==> config.mk <==
export PLATFORM = sky130hd
export DESIGN_NAME = eul_ctrl
export DESIGN_NICKNAME = d
export VERILOG_FILES = /design/src/hw/rtl/eul_pkg.sv /design/src/hw/rtl/eul_ctrl.sv
export SDC_FILE = /design/constraint.sdc
export NUM_CORES = 1
export LEC_CHECK = 0
export ABC_AREA = 0
export BUFFER_PORTS_ARGS = -buffer_cell sky130_fd_sc_hd__buf_2
export CORE_UTILIZATION = 55
export CTS_CLUSTER_DIAMETER = 100
export DETAILED_ROUTE_END_ITERATION = 12
export PLACE_DENSITY_LB_ADDON = 0.05
export SLEW_MARGIN = 10
export SYNTH_ARGS = -nofsm -noshare
export SYNTH_HDL_FRONTEND = slang
export SYNTH_SLANG_ARGS = --single-unit
==> constraint.sdc <==
create_clock -name i_clk -period 2.81 [get_ports i_clk]
set_clock_uncertainty 0.1 [all_clocks]
set_input_delay 0.4215 -clock i_clk [delete_from_list [all_inputs] [get_ports i_clk]]
set_output_delay 0.4215 -clock i_clk [all_outputs]
set_load 0.02 [all_outputs]
==> src/hw/rtl/eul_pkg.sv <==
// ----------------------------------------------------------------------------
// eul_pkg
// Shared constants, codes and control/status types of the Eulerian circuit
// finder.
// ----------------------------------------------------------------------------
package eul_pkg;

    localparam int MAX_NODES = 1024;
    localparam int MAX_EDGES = 2048;

    localparam int NW  = $clog2(MAX_NODES);          // node index
    localparam int EW  = $clog2(MAX_EDGES);          // edge index
    localparam int CW  = $clog2(MAX_EDGES + 2);      // counts, stack pointer
    localparam int AW  = $clog2(2 * MAX_EDGES);      // adjacency index
    localparam int OW  = $clog2(2 * MAX_EDGES + 1);  // adjacency offset
    localparam int DW  = 13;                         // degree, up to 2 * MAX_EDGES
    localparam int OFW = $clog2(MAX_NODES + 1);      // offset table index
    localparam int FW  = 11;                         // node fields

    localparam logic [1:0] CMD_ADD   = 2'd0;
    localparam logic [1:0] CMD_SOLVE = 2'd1;
    localparam logic [1:0] CMD_READ  = 2'd2;
    localparam logic [1:0] CMD_CLEAR = 2'd3;

    localparam logic [1:0] ST_OK      = 2'd0;
    localparam logic [1:0] ST_IMPOSS  = 2'd1;
    localparam logic [1:0] ST_INVALID = 2'd2;

    localparam logic KIND_SOLVE  = 1'b0;
    localparam logic KIND_VERTEX = 1'b1;

    typedef enum logic [4:0] {
        S_IDLE, S_CLR,
        S_CNT_E, S_CNT_RA, S_CNT_WA, S_CNT_RB, S_CNT_WB,
        S_PRE_R, S_PRE_W, S_PRE_END,
        S_FIL_E, S_FIL_RA, S_FIL_WA, S_FIL_RB, S_FIL_WB,
        S_CUR_R, S_CUR_W,
        S_WK_INIT, S_WK_TOP, S_WK_CMP, S_WK_EDGE, S_WK_USE, S_WK_POP,
        S_CHK_E, S_CHK_W,
        S_SOL_OUT, S_OVF_OUT, S_RD_R, S_RD_OUT
    } t_state;

    typedef enum logic [4:0] {
        OP_IDLE, OP_CLR,
        OP_CNT_E, OP_CNT_RA, OP_CNT_WA, OP_CNT_RB, OP_CNT_WB,
        OP_PRE_R, OP_PRE_W, OP_PRE_END,
        OP_FIL_E, OP_FIL_RA, OP_FIL_WA, OP_FIL_RB, OP_FIL_WB,
        OP_CUR_R, OP_CUR_W,
        OP_WK_INIT, OP_WK_TOP, OP_WK_CMP, OP_WK_EDGE, OP_WK_USE, OP_WK_POP,
        OP_CHK_E, OP_CHK_W,
        OP_SOL_OUT, OP_OVF_OUT, OP_RD_R, OP_RD_OUT
    } t_op;

    typedef struct packed {
        t_op  op;
        logic accept;
        logic idx_clr;
        logic idx_inc;
    } t_dp_cmd;

    typedef struct packed {
        logic idx_at_end;
        logic idx_clr_last;
        logic idx_node_last;
        logic sp_zero;
        logic cur_lt;
        logic ovf;
        logic out_free;
    } t_dp_sts;

endpackage

==> src/hw/rtl/eul_ctrl.sv <==
// ----------------------------------------------------------------------------
// eul_ctrl
// Sequencer: command decode, solve phases and Hierholzer walk steps.
// ----------------------------------------------------------------------------
module eul_ctrl import eul_pkg::*; (
    input  logic       i_clk,
    input  logic       i_rst_n,
    input  logic       i_valid,
    input  logic [1:0] i_command,
    input  t_dp_sts    i_sts,
    output logic       o_stall,
    output t_dp_cmd    o_cmd
);

    t_state r_state, n_state;

    always_ff @(posedge i_clk) begin
        if (!i_rst_n) begin
            r_state <= S_IDLE;
        end else begin
            r_state <= n_state;
        end
    end

    always_comb begin
        n_state = r_state;
        unique case (r_state)
            S_IDLE: begin
                if (i_valid) begin
                    unique case (i_command)
                        CMD_SOLVE: n_state = i_sts.ovf ? S_OVF_OUT : S_CLR;
                        CMD_READ:  n_state = S_RD_R;
                        default:   n_state = S_IDLE;
                    endcase
                end
            end
            S_CLR:     if (i_sts.idx_clr_last) n_state = S_CNT_E;
            S_CNT_E:   n_state = i_sts.idx_at_end ? S_PRE_R : S_CNT_RA;
            S_CNT_RA:  n_state = S_CNT_WA;
            S_CNT_WA:  n_state = S_CNT_RB;
            S_CNT_RB:  n_state = S_CNT_WB;
            S_CNT_WB:  n_state = S_CNT_E;
            S_PRE_R:   n_state = S_PRE_W;
            S_PRE_W:   n_state = i_sts.idx_node_last ? S_PRE_END : S_PRE_R;
            S_PRE_END: n_state = S_FIL_E;
            S_FIL_E:   n_state = i_sts.idx_at_end ? S_CUR_R : S_FIL_RA;
            S_FIL_RA:  n_state = S_FIL_WA;
            S_FIL_WA:  n_state = S_FIL_RB;
            S_FIL_RB:  n_state = S_FIL_WB;
            S_FIL_WB:  n_state = S_FIL_E;
            S_CUR_R:   n_state = S_CUR_W;
            S_CUR_W:   n_state = i_sts.idx_node_last ? S_WK_INIT : S_CUR_R;
            S_WK_INIT: n_state = S_WK_TOP;
            S_WK_TOP:  n_state = i_sts.sp_zero ? S_CHK_E : S_WK_CMP;
            S_WK_CMP:  n_state = i_sts.cur_lt ? S_WK_EDGE : S_WK_POP;
            S_WK_EDGE: n_state = S_WK_USE;
            S_WK_USE:  n_state = S_WK_TOP;
            S_WK_POP:  n_state = S_WK_TOP;
            S_CHK_E:   n_state = i_sts.idx_at_end ? S_SOL_OUT : S_CHK_W;
            S_CHK_W:   n_state = S_CHK_E;
            S_SOL_OUT: if (i_sts.out_free) n_state = S_IDLE;
            S_OVF_OUT: if (i_sts.out_free) n_state = S_IDLE;
            S_RD_R:    n_state = S_RD_OUT;
            S_RD_OUT:  if (i_sts.out_free) n_state = S_IDLE;
            default:   n_state = S_IDLE;
        endcase
    end

    always_comb begin
        o_cmd         = '0;
        o_cmd.op      = OP_IDLE;
        o_stall       = 1'b1;
        unique case (r_state)
            S_IDLE: begin
                o_stall       = 1'b0;
                o_cmd.accept  = i_valid;
                o_cmd.idx_clr = 1'b1;
            end
            S_CLR: begin
                o_cmd.op      = OP_CLR;
                o_cmd.idx_clr = i_sts.idx_clr_last;
                o_cmd.idx_inc = !i_sts.idx_clr_last;
            end
            S_CNT_E: begin
                o_cmd.op      = OP_CNT_E;
                o_cmd.idx_clr = i_sts.idx_at_end;
            end
            S_CNT_RA:  o_cmd.op = OP_CNT_RA;
            S_CNT_WA:  o_cmd.op = OP_CNT_WA;
            S_CNT_RB:  o_cmd.op = OP_CNT_RB;
            S_CNT_WB: begin
                o_cmd.op      = OP_CNT_WB;
                o_cmd.idx_inc = 1'b1;
            end
            S_PRE_R:   o_cmd.op = OP_PRE_R;
            S_PRE_W: begin
                o_cmd.op      = OP_PRE_W;
                o_cmd.idx_clr = i_sts.idx_node_last;
                o_cmd.idx_inc = !i_sts.idx_node_last;
            end
            S_PRE_END: o_cmd.op = OP_PRE_END;
            S_FIL_E: begin
                o_cmd.op      = OP_FIL_E;
                o_cmd.idx_clr = i_sts.idx_at_end;
            end
            S_FIL_RA:  o_cmd.op = OP_FIL_RA;
            S_FIL_WA:  o_cmd.op = OP_FIL_WA;
            S_FIL_RB:  o_cmd.op = OP_FIL_RB;
            S_FIL_WB: begin
                o_cmd.op      = OP_FIL_WB;
                o_cmd.idx_inc = 1'b1;
            end
            S_CUR_R:   o_cmd.op = OP_CUR_R;
            S_CUR_W: begin
                o_cmd.op      = OP_CUR_W;
                o_cmd.idx_inc = 1'b1;
            end
            S_WK_INIT: o_cmd.op = OP_WK_INIT;
            S_WK_TOP: begin
                o_cmd.op      = OP_WK_TOP;
                o_cmd.idx_clr = 1'b1;
            end
            S_WK_CMP:  o_cmd.op = OP_WK_CMP;
            S_WK_EDGE: o_cmd.op = OP_WK_EDGE;
            S_WK_USE:  o_cmd.op = OP_WK_USE;
            S_WK_POP:  o_cmd.op = OP_WK_POP;
            S_CHK_E:   o_cmd.op = OP_CHK_E;
            S_CHK_W: begin
                o_cmd.op      = OP_CHK_W;
                o_cmd.idx_inc = 1'b1;
            end
            S_SOL_OUT: o_cmd.op = OP_SOL_OUT;
            S_OVF_OUT: o_cmd.op = OP_OVF_OUT;
            S_RD_R:    o_cmd.op = OP_RD_R;
            S_RD_OUT:  o_cmd.op = OP_RD_OUT;
            default:   o_cmd.op = OP_IDLE;
        endcase
    end

endmodule

Word-level counts from Yosys, hierarchy flattened
Cells that the tools add are included.

Equality and inequality tests: 33. Muxes and demuxes: 18. Reductions and logical operators: 10.

Operators with widths (number): $pmux 5 s28 (1); $pmux 5 s24 (1); $eq 5x5->1 const B (13); $eq 5x4->1 const B (8); $mux 5 (5); $eq 5x3->1 const B (4); $eq 5x2->1 const B (2); $pmux 5 s2 (1); $mux 3 (3); $reduce_or 2->1 (3); $reduce_or 3->1 (2); $eq 5x1->1 const B (1); $logic_not 5->1 (1); $mux 4 (1); $ne 2x2->1 const B (2); $pmux 1 s4 (1); $reduce_or 4->1 (1); $mux 1 (3); $pmux 1 s3 (1); $reduce_and 3->1 (1); $eq 2x1->1 const B (1); $eq 2x2->1 const B (1); $logic_not 1->1 (2); $mux 2 (1); $ne 2x1->1 const B (1).

Bits in registers: 5. Input bits: 12. Output and inout port bits: 9. Word-level logic and storage cells: 62.

Depth between registers and ports, before layout
Gate-level depths: netlist of run 1.

Word-level depth: 4. Gate-level depth with buffers: 7. Mapped depth without buffers: 7.

Least setup slack after synthesis of run 1
No wires, ideal clock.

Path type: input to register. From: input port i_command[0]. To: register r_state[4]. Library setup time: 0.065 ns. Arrival time: 1.657 ns. Required time: 2.645 ns. Path slack: 0.988 ns. Stages on the path: 6. Path buffers: 0. Cell sequence: inv_1 ha_1 or4_1 a211oi_1 a2111oi_0 nor2_1.

Longest elaborated chain between the ends: 4. Elaborated cells on any way between the ends: 5. Classes of those cells: eq/ne (2); mux (3).

Ends and longest elaborated chain: start, declared (RTL line eul_ctrl.sv:9) `input logic [1:0] i_command,`; $eq 2x2->1 or $eq 2x1->1 (tied branches) (RTL line eul_ctrl.sv:30) `unique case (i_command)`; $pmux 5 s2 (*) (RTL line eul_ctrl.sv:30); $mux 5 (*) (RTL line eul_ctrl.sv:29) `if (i_valid) begin`; $pmux 5 s24 (*) (RTL line eul_ctrl.sv:27) `unique case (r_state)`; end signal, assigned (RTL line eul_ctrl.sv:21) `r_state <= n_state;`; end, declared (RTL line eul_ctrl.sv:15) `t_state r_state, n_state;`.

Mark *: on every way between the ends. The rest lies on a longest branch, timed or not. The select of a mux whose other input is x is not followed. A chain may end at the register's enable or synchronous reset.

==> results of run 1 <==
-- cell usage in the layout, fill, tap and decap left out, types with 2 or more instances in the layout --
| master | instances |
|---|---|
| sky130_fd_sc_hd__and2_1 | 2 |
| sky130_fd_sc_hd__nand2b_1 | 3 |
| sky130_fd_sc_hd__clkbuf_4 | 3 |
| sky130_fd_sc_hd__nand2_1 | 8 |
| sky130_fd_sc_hd__clkinv_1 | 2 |
| sky130_fd_sc_hd__o21ai_0 | 10 |
| sky130_fd_sc_hd__a2bb2oi_1 | 2 |
| sky130_fd_sc_hd__dfxtp_1 | 5 |
| sky130_fd_sc_hd__o21a_1 | 4 |
| sky130_fd_sc_hd__nor2_1 | 17 |
| sky130_fd_sc_hd__ha_1 | 2 |
| sky130_fd_sc_hd__o31ai_1 | 3 |
| sky130_fd_sc_hd__a21o_1 | 2 |
| sky130_fd_sc_hd__a21oi_1 | 11 |
| sky130_fd_sc_hd__nor2b_1 | 4 |
| sky130_fd_sc_hd__buf_2 | 20 |
| sky130_fd_sc_hd__xnor2_1 | 2 |
| sky130_fd_sc_hd__buf_4 | 3 |
| sky130_fd_sc_hd__inv_1 | 7 |
| sky130_fd_sc_hd__nand4_1 | 2 |
| sky130_fd_sc_hd__nand3_1 | 5 |
| sky130_fd_sc_hd__a221oi_1 | 2 |
-- path summary, 6_finish.rpt --
kind | slack, ns | from | endpoint | cells after the start
max | 0.43 | r_state[0] | o_cmd[0] | 5
min | 0.35 | i_rst_n | r_state[2] | 2
max reg2reg | 0.72 | r_state[0] | r_state[4] | 5
min reg2reg | 0.64 | r_state[1] | r_state[1] | 4
-- final cells by class --
cell class | instances | area [µm²] | share of cell area
multi-input combinational | 98 | 589 | 0.662
timing repair buffer | 23 | 123 | 0.138
sequential | 5 | 100 | 0.112
inverter | 9 | 33.8 | 0.0379
clock buffer | 4 | 26.3 | 0.0295
tap | 15 | 18.8 | 0.0211
-- report_power, final --
| part | internal, mW | switching (mW) | total [mW] | leakage [nW] |
|---|---|---|---|---|
| registers | 0.0970 | 0.0940 | 0.191 | 0.0410 |
| clock network | 0.0536 | 0.0274 | 0.0810 | 0.0150 |
| logic | 0.270 | 0.385 | 0.656 | 0.338 |
| total | 0.421 | 0.506 | 0.928 | 0.394 |
-- synthesized netlist by cell type (2+ instances only) --
cell | n | area, µm²
sky130_fd_sc_hd__nor2_1 | 17 | 63.8
sky130_fd_sc_hd__a21oi_1 | 11 | 55.1
sky130_fd_sc_hd__o21ai_0 | 10 | 50.1
sky130_fd_sc_hd__nand2_1 | 8 | 30.0
sky130_fd_sc_hd__inv_1 | 7 | 26.3
sky130_fd_sc_hd__buf_2 | 5 | 25.0
sky130_fd_sc_hd__dfxtp_1 | 5 | 100
sky130_fd_sc_hd__nand3_1 | 5 | 25.0
sky130_fd_sc_hd__nor2b_1 | 4 | 25.0
sky130_fd_sc_hd__o21a_1 | 4 | 30.0
sky130_fd_sc_hd__buf_1 | 3 | 11.3
sky130_fd_sc_hd__nand2b_1 | 3 | 18.8
sky130_fd_sc_hd__o31ai_1 | 3 | 22.5
sky130_fd_sc_hd__a21o_1 | 2 | 15.0
sky130_fd_sc_hd__a221oi_1 | 2 | 17.5
sky130_fd_sc_hd__a2bb2oi_1 | 2 | 17.5
sky130_fd_sc_hd__and2_1 | 2 | 12.5
sky130_fd_sc_hd__clkinv_1 | 2 | 7.51
sky130_fd_sc_hd__ha_1 | 2 | 25.0
sky130_fd_sc_hd__nand4_1 | 2 | 12.5
sky130_fd_sc_hd__xnor2_1 | 2 | 17.5
-- cells by family after synthesis --
logic type | share of synthesized area
xor+xnor | 0.0341
buf+inv | 0.106
fa+ha+maj | 0.0325
simple gates | 0.286
compound gates | 0.399
mux | 0.0130
flops | 0.130
-- routing by layer --
| metal | up-vias | part of all wire |
|---|---|---|
| li1 | 473 | - |
| met1 | 433 | 0.48 |
| met2 | 28 | 0.48 |
| met3 | 0 | 0.042 |
| met4 | 0 | 0 |
| met5 | - | 0 |
-- worst reg2reg max path, delay by kind of cell, from the launching register on --
kind | cells | cell delay, ns
AND/OR/NAND/NOR | 2 | 0.36
flip-flops | 1 | 0.76
AO/OA/AOI/OAI | 3 | 0.75
-- per-stage QoR --
stage	hold slack (ns)	power, mW	util	std cells
after floorplan	0.439	0.688	-	122
after detailed placement	0.600	0.840	0.664	150
after CTS	0.350	0.928	0.685	154
final	0.352	0.928	0.685	154
after global routing	0.355	1.02	0.685	154
after global placement	0.595	0.837	0.664	150
==> implementation parameters, run 1 <==
Parameter                              Value

Run status
  Result of the run ... finished clean

Finish
  Number of nets at the end of the flow ... 154
  Total inserted antenna cells ... 0
  Filler cells ... 130
  Final design instance area without fill ... 891 µm²
  Reg with most FFs ... r_state
  Largest registers ... r_state (5)
  Area grow syn2layout ... 15.6%
  Layout cell share with drive strength beyond 1 ... 0.194
  Number of flip-flops in the largest register ... 5

Worst setup path
  Required time at the endpoint of the critical path ... 2.29 ns
  CP max FO ... 23
  Maximum single-stage delay on the critical path ... 0.76 ns
  Cell with the largest stage delay on the worst path ... sky130_fd_sc_hd__dfxtp_1
  Top cell family by delay on the critical path ... flip-flops
  Arrival time of the worst setup path ... 1.86 ns
  Crit start category ... register
  Type of element capturing the critical path ... primary output
  Critical-path cell list ... inv_1, nor4_1, o21ai_0, o31ai_1, buf_2
  Setup Crit Path Kind ... register to primary output
  Number of buffer and inverter instances along the worst setup path ... 2

Logic synthesis
  Synthesized area per cell ... 6.32 µm²
  Syn Std Cell Area ... 771 µm²
  Mapped Nets ... 136
  Total number of yosys warnings ... 0
  Number of synthesized register bits ... 5
  FFs w/ async S/R, synth ... 0
  Dominant synthesized flop cell ... sky130_fd_sc_hd__dfxtp_1
  Post-Syn Instances ... 122
  EDFF count, synth ... 0
  Share of the yosys chip area belonging to registers ... 0.130
  Unique masters post-synth ... 42

GRT
  Met3 capacity usage during global routing ... 0.0568
  Largest net degree at the start of global routing ... 24
  First-pass GRT wire length ... 3.08 mm
  Number of antenna violations at the first check in global routing ... 0
  Vias in the first global route ... 692
  Met1 GRT Util ... 0.397
  Total global routing overflow ... 0
  Global-route usage over all layers ... 0.287
  Met2 usage ... 0.398
  Most crowded layer after global routing ... met2

Power
  Worst IR Drop VDD ... 0.626 mV
  Leakage ... 0.394 nW
  Power density cells ... 1040 mW/mm²

Clock tree
  CTS Buffer Depth ... 2
  CTS-repair resized insts ... 0
  Clock-pin slew reported for the worst setup and hold paths after clock tree synthesis ... 0.04 ns
  Post-CTS Hold Fix Bufs ... 0
  Clock Sinks ... 5
  TritonCTS clock tree ... yes
  H-tree depth ... 1
  Clock latency of the later-clocked register in the worst-skew pair ... 0.24 ns
  Root Driver ... sky130_fd_sc_hd__clkbuf_4
  Post-CTS setup-driven buffer insertion count ... 0
  Total CTS buffers ... 3

Place
  Standard cell area after detailed placement ... 865 µm²
  Number of I/O port buffers ... 20
  GP Congestion ... 0.862
  Worst slack at placement ... 0.688 ns
  Half-perimeter wire length of the detailed placement result ... 1.43 mm

STA
  Final setup violation count ... 0
  Maximum frequency from static timing analysis ... 420 MHz
  Unrepaired setup endpoints after global routing ... false
  Final Hold Violating Endpoints ... 0
  Worst slew margin ... 0.539
  Final count of pins violating max slew ... 0
  Summed negative setup slack over all endpoints ... 0 ns
  Post-route minimum period ... 2.38 ns
  Crit share post-route ... 0.847
  Final worst slack ... 0.431 ns
  Slew @ Worst Pin ... 0.690 ns

Route
  Wire length per cell ... 12.4 µm
  Aggregate routed wire length ... 1.92 mm
  Number of iterations in the first detailed-routing pass ... 4
  Vias per inst ... 6.06
  DRT iter0 DRCs ... 46
  Drt drc ... 0
  Total number of vias ... 934
  Count of nets left with antenna violations after detail routing ... 0

Floorplanning
  Number of primary I/O pins ... 21
  Row Count ... 13
  Placeable core region ... 0.00130 mm²
  Chip Width ... 39.4 µm
  Die height ... 39.4 µm
  Starting Density ... 0.592
  Full die area ... 0.00156 mm²

Job
  Count of maximum capacitance violations ... 0

Min path
  Class of the most critical hold timing path ... primary input to register
(Power assumes the default switching activity.)
==> inputs of run 2 (changes only) <==
--- a/config.mk
+++ b/config.mk
@@ -7,7 +7,7 @@
 export LEC_CHECK = 0
 export ABC_AREA = 0
 export BUFFER_PORTS_ARGS = -buffer_cell sky130_fd_sc_hd__buf_2
-export CORE_UTILIZATION = 55
+export CORE_UTILIZATION = 51
 export CTS_CLUSTER_DIAMETER = 100
 export DETAILED_ROUTE_END_ITERATION = 12
 export PLACE_DENSITY_LB_ADDON = 0.05
==> constraint.sdc (replaced) <==
create_clock -name i_clk -period 2.25 [get_ports i_clk]
set_clock_uncertainty 0.1 [all_clocks]
set_input_delay 0.3375 -clock i_clk [delete_from_list [all_inputs] [get_ports i_clk]]
set_output_delay 0.3375 -clock i_clk [all_outputs]
set_load 0.02 [all_outputs]
==> run 2 against run 1 <==
  * Via count up 2.9%
  * Core utilization down 0.25 points
  * Sequential share of layout area down 0.37 points
  * Global-route usage down 1.4 points
  * Critical path depth up 1
  * Clock-buffer cell count unchanged
  * Combinational power up 35%
  * Largest power group unchanged
  * Non-clock buffer count up 4
  * Worst setup slack worse by 0.26 ns
  * Sequential power up 16%
  * Worst hold slack worse by 0.094 ns
  * Largest cell class unchanged
==> implementation parameters, run 2 (synthesis gave the netlist of run 1 again) <==
Parameter                              Value

Run status
  Result of the run ... finished clean

Power
  Switch Pwr ... 0.659 mW (+30%)
  Part of the power in the clock network ... 0.086 (about the same)
  Share of total power consumed by net switching ... 0.544 (-0.00231)
  Combinational share of power ... 0.731 (+0.024)
  Worst IR Drop VDD ... 0.819 mV (+31%)
  Total power consumption of the routed design ... 1.21 mW (+31%)
  Power density cells ... 1320 mW/mm² (+26%)
  Leakage ... 0.415 nW (+5.4%)
  Internal portion of total power ... 0.553 mW (+31%)
  Proportion of power drawn by flip-flops and latches ... 0.183 (-0.023)

Clock tree
  Root Driver ... sky130_fd_sc_hd__clkbuf_4
  Clock-pin slew reported for the worst setup and hold paths after clock tree synthesis ... 0.04 ns (about the same)
  TritonCTS clock tree ... yes
  Total CTS buffers ... 3 (unchanged)
  CTS-repair resized insts ... 0 (unchanged)
  Clock latency of the later-clocked register in the worst-skew pair ... 0.25 ns (about the same)
  H-tree depth ... 1 (unchanged)
  CTS Buffer Depth ... 2 (unchanged)
  Post-CTS setup-driven buffer insertion count ... 0 (unchanged)
  Post-CTS Hold Fix Bufs ... 0 (unchanged)
  Clock Sinks ... 5 (unchanged)

Finish
  Final design instance area without fill ... 921 µm² (+3.4%)
  Number of nets at the end of the flow ... 158 (+2.6%)
  Most frequent cells in the layout ... sky130_fd_sc_hd__buf_2 (20), sky130_fd_sc_hd__nor2_1 (17), sky130_fd_sc_hd__a21oi_1 (11), sky130_fd_sc_hd__o21ai_0 (10), sky130_fd_sc_hd__nand2_1 (8)
  Number of flip-flops in the largest register ... 5 (unchanged)
  Reg with most FFs ... r_state
  Total inserted antenna cells ... 0 (unchanged)
  Final Instance Count excl. Fillers ... 158 (+2.6%)
  Largest registers ... r_state (5)
  Most common cell after layout, fill and taps aside ... sky130_fd_sc_hd__buf_2
  Post-Route Utilization ... 0.682 (-0.00250)
  Layout cell share with drive strength beyond 1 ... 0.217 (+0.0225)
  Area grow syn2layout ... 19.5%

STA
  Unrepaired setup endpoints after global routing ... false
  Post-route minimum period ... 2.08 ns
  Crit share post-route ... 0.924
  Final count of pins violating max slew ... 0 (unchanged)
  Slew @ Worst Pin ... 0.540 ns (-0.150 ns)
  Final worst slack ... 0.172 ns (-0.259 ns)
  Summed negative setup slack over all endpoints ... 0 ns (unchanged)
  Maximum frequency from static timing analysis ... 481 MHz
  Fin Hold WS ... 0.258 ns (-0.0941 ns)
  Worst slew margin ... 0.640 (+0.100)
  Final Hold Violating Endpoints ... 0 (unchanged)
  Final setup violation count ... 0 (unchanged)

Floorplanning
  Starting Density ... 0.571 (-0.0214)
  Full die area ... 0.00167 mm² (+7.4%)
  Row Count ... 13 (unchanged)
  Placeable core region ... 0.00135 mm² (+3.7%)
  Die height ... 40.9 µm (+3.7%)
  Chip Width ... 40.9 µm (+3.7%)
  Number of primary I/O pins ... 21 (unchanged)

Worst setup path
  Type of element capturing the critical path ... primary output
  First element of the critical path ... r_state[3]
  CP max FO ... 16 (-30%)
  Cell repeated most along the worst path ... sky130_fd_sc_hd__nor2_1
  Cell with the largest stage delay on the worst path ... sky130_fd_sc_hd__dfxtp_1
  Crit start category ... register
  Setup Crit Path Kind ... register to primary output
  Critical-path cell list ... nor2b_1, a21oi_1, nor2_1, a22oi_1, nor2_1, buf_2
  Arrival time of the worst setup path ... 1.64 ns (-0.22 ns)
  Required time at the endpoint of the critical path ... 1.81 ns (-0.48 ns)
  Maximum single-stage delay on the critical path ... 0.65 ns (-0.11 ns)
  Reg-to-reg startpoint ... r_state[2]

Job
  Count of maximum capacitance violations ... 0 (unchanged)

Min path
  Startpoint of the lowest-slack hold path ... i_rst_n
  Class of the most critical hold timing path ... primary input to register

Place
  Placed insts ... 154 (+2.7%)
  Half-perimeter wire length of the detailed placement result ... 1.55 mm (+8.4%)
  Standard cell area after detailed placement ... 895 µm² (+3.5%)
  Number of I/O port buffers ... 20 (unchanged)
  Worst slack at placement ... 0.316 ns (-0.372 ns)
  GP Congestion ... 0.924 (+7.2%)

Route
  Aggregate routed wire length ... 2.15 mm (+12%)
  Count of nets left with antenna violations after detail routing ... 0 (unchanged)
  DRT iter0 DRCs ... 46 (unchanged)
  Total number of vias ... 961 (+2.9%)
  Number of iterations in the first detailed-routing pass ... 4 (unchanged)
  Wire length per cell ... 13.6 µm (+9.6%)
  Drt drc ... 0 (unchanged)
  Vias per inst ... 6.08 (+0.29%)

GRT
  First-pass GRT wire length ... 3.03 mm (-1.6%)
  Largest net degree at the start of global routing ... 17 (-29%)
  Global-route usage over all layers ... 0.273 (-0.0145)
  Vias in the first global route ... 703 (+1.6%)
  Number of antenna violations at the first check in global routing ... 0 (unchanged)
  Total global routing overflow ... 0 (unchanged)
## run 2: changes by cell type in the layout (fill, tap and decap cells not counted)
cell and change:
sky130_fd_sc_hd__buf_4 +4
## run 2: cell type report
cell class	count	area (µm²)
timing repair buffer	27	153
multi-input combinational	98	589
inverter	9	33.8
clock buffer	4	26.3
sequential	5	100
fill	129	429
tap	15	18.8
## run 2: power by group through the flow
stage                     combinational [mW]  sequential [mW]  clock [mW]
final                                  0.886            0.221       0.104
after global routing                   0.985            0.225       0.110
after CTS                              0.878            0.217       0.106
after detailed placement               0.872            0.217           0
after global placement                 0.868            0.215           0
after floorplan                        0.715            0.143           0
## run 2: final timing paths
path,to,depth (start not counted),slack (ns)
min reg2reg,r_state[0],2,0.58
min,r_state[2],2,0.26
max reg2reg,r_state[4],5,0.31
max,o_cmd[1],6,0.17
## run 2: routing by layer
| metal | up-vias | wire [µm] | track usage |
|---|---|---|---|
| li1 | 486 | - | - |
| met1 | 412 | 972 | 0.371 |
| met3 | 5 | 176 | 0.0326 |
| met5 | - | 0 | 0 |
| met4 | 0 | 25 | 0.0750 |
| met2 | 58 | 980 | 0.445 |
## run 2: critical path, delay by kind of cell (launching register included)
kind	cells	cell delay, ns
compound gates	2	0.30
flops	1	0.65
simple gates	3	0.26
buf+inv	1	0.18
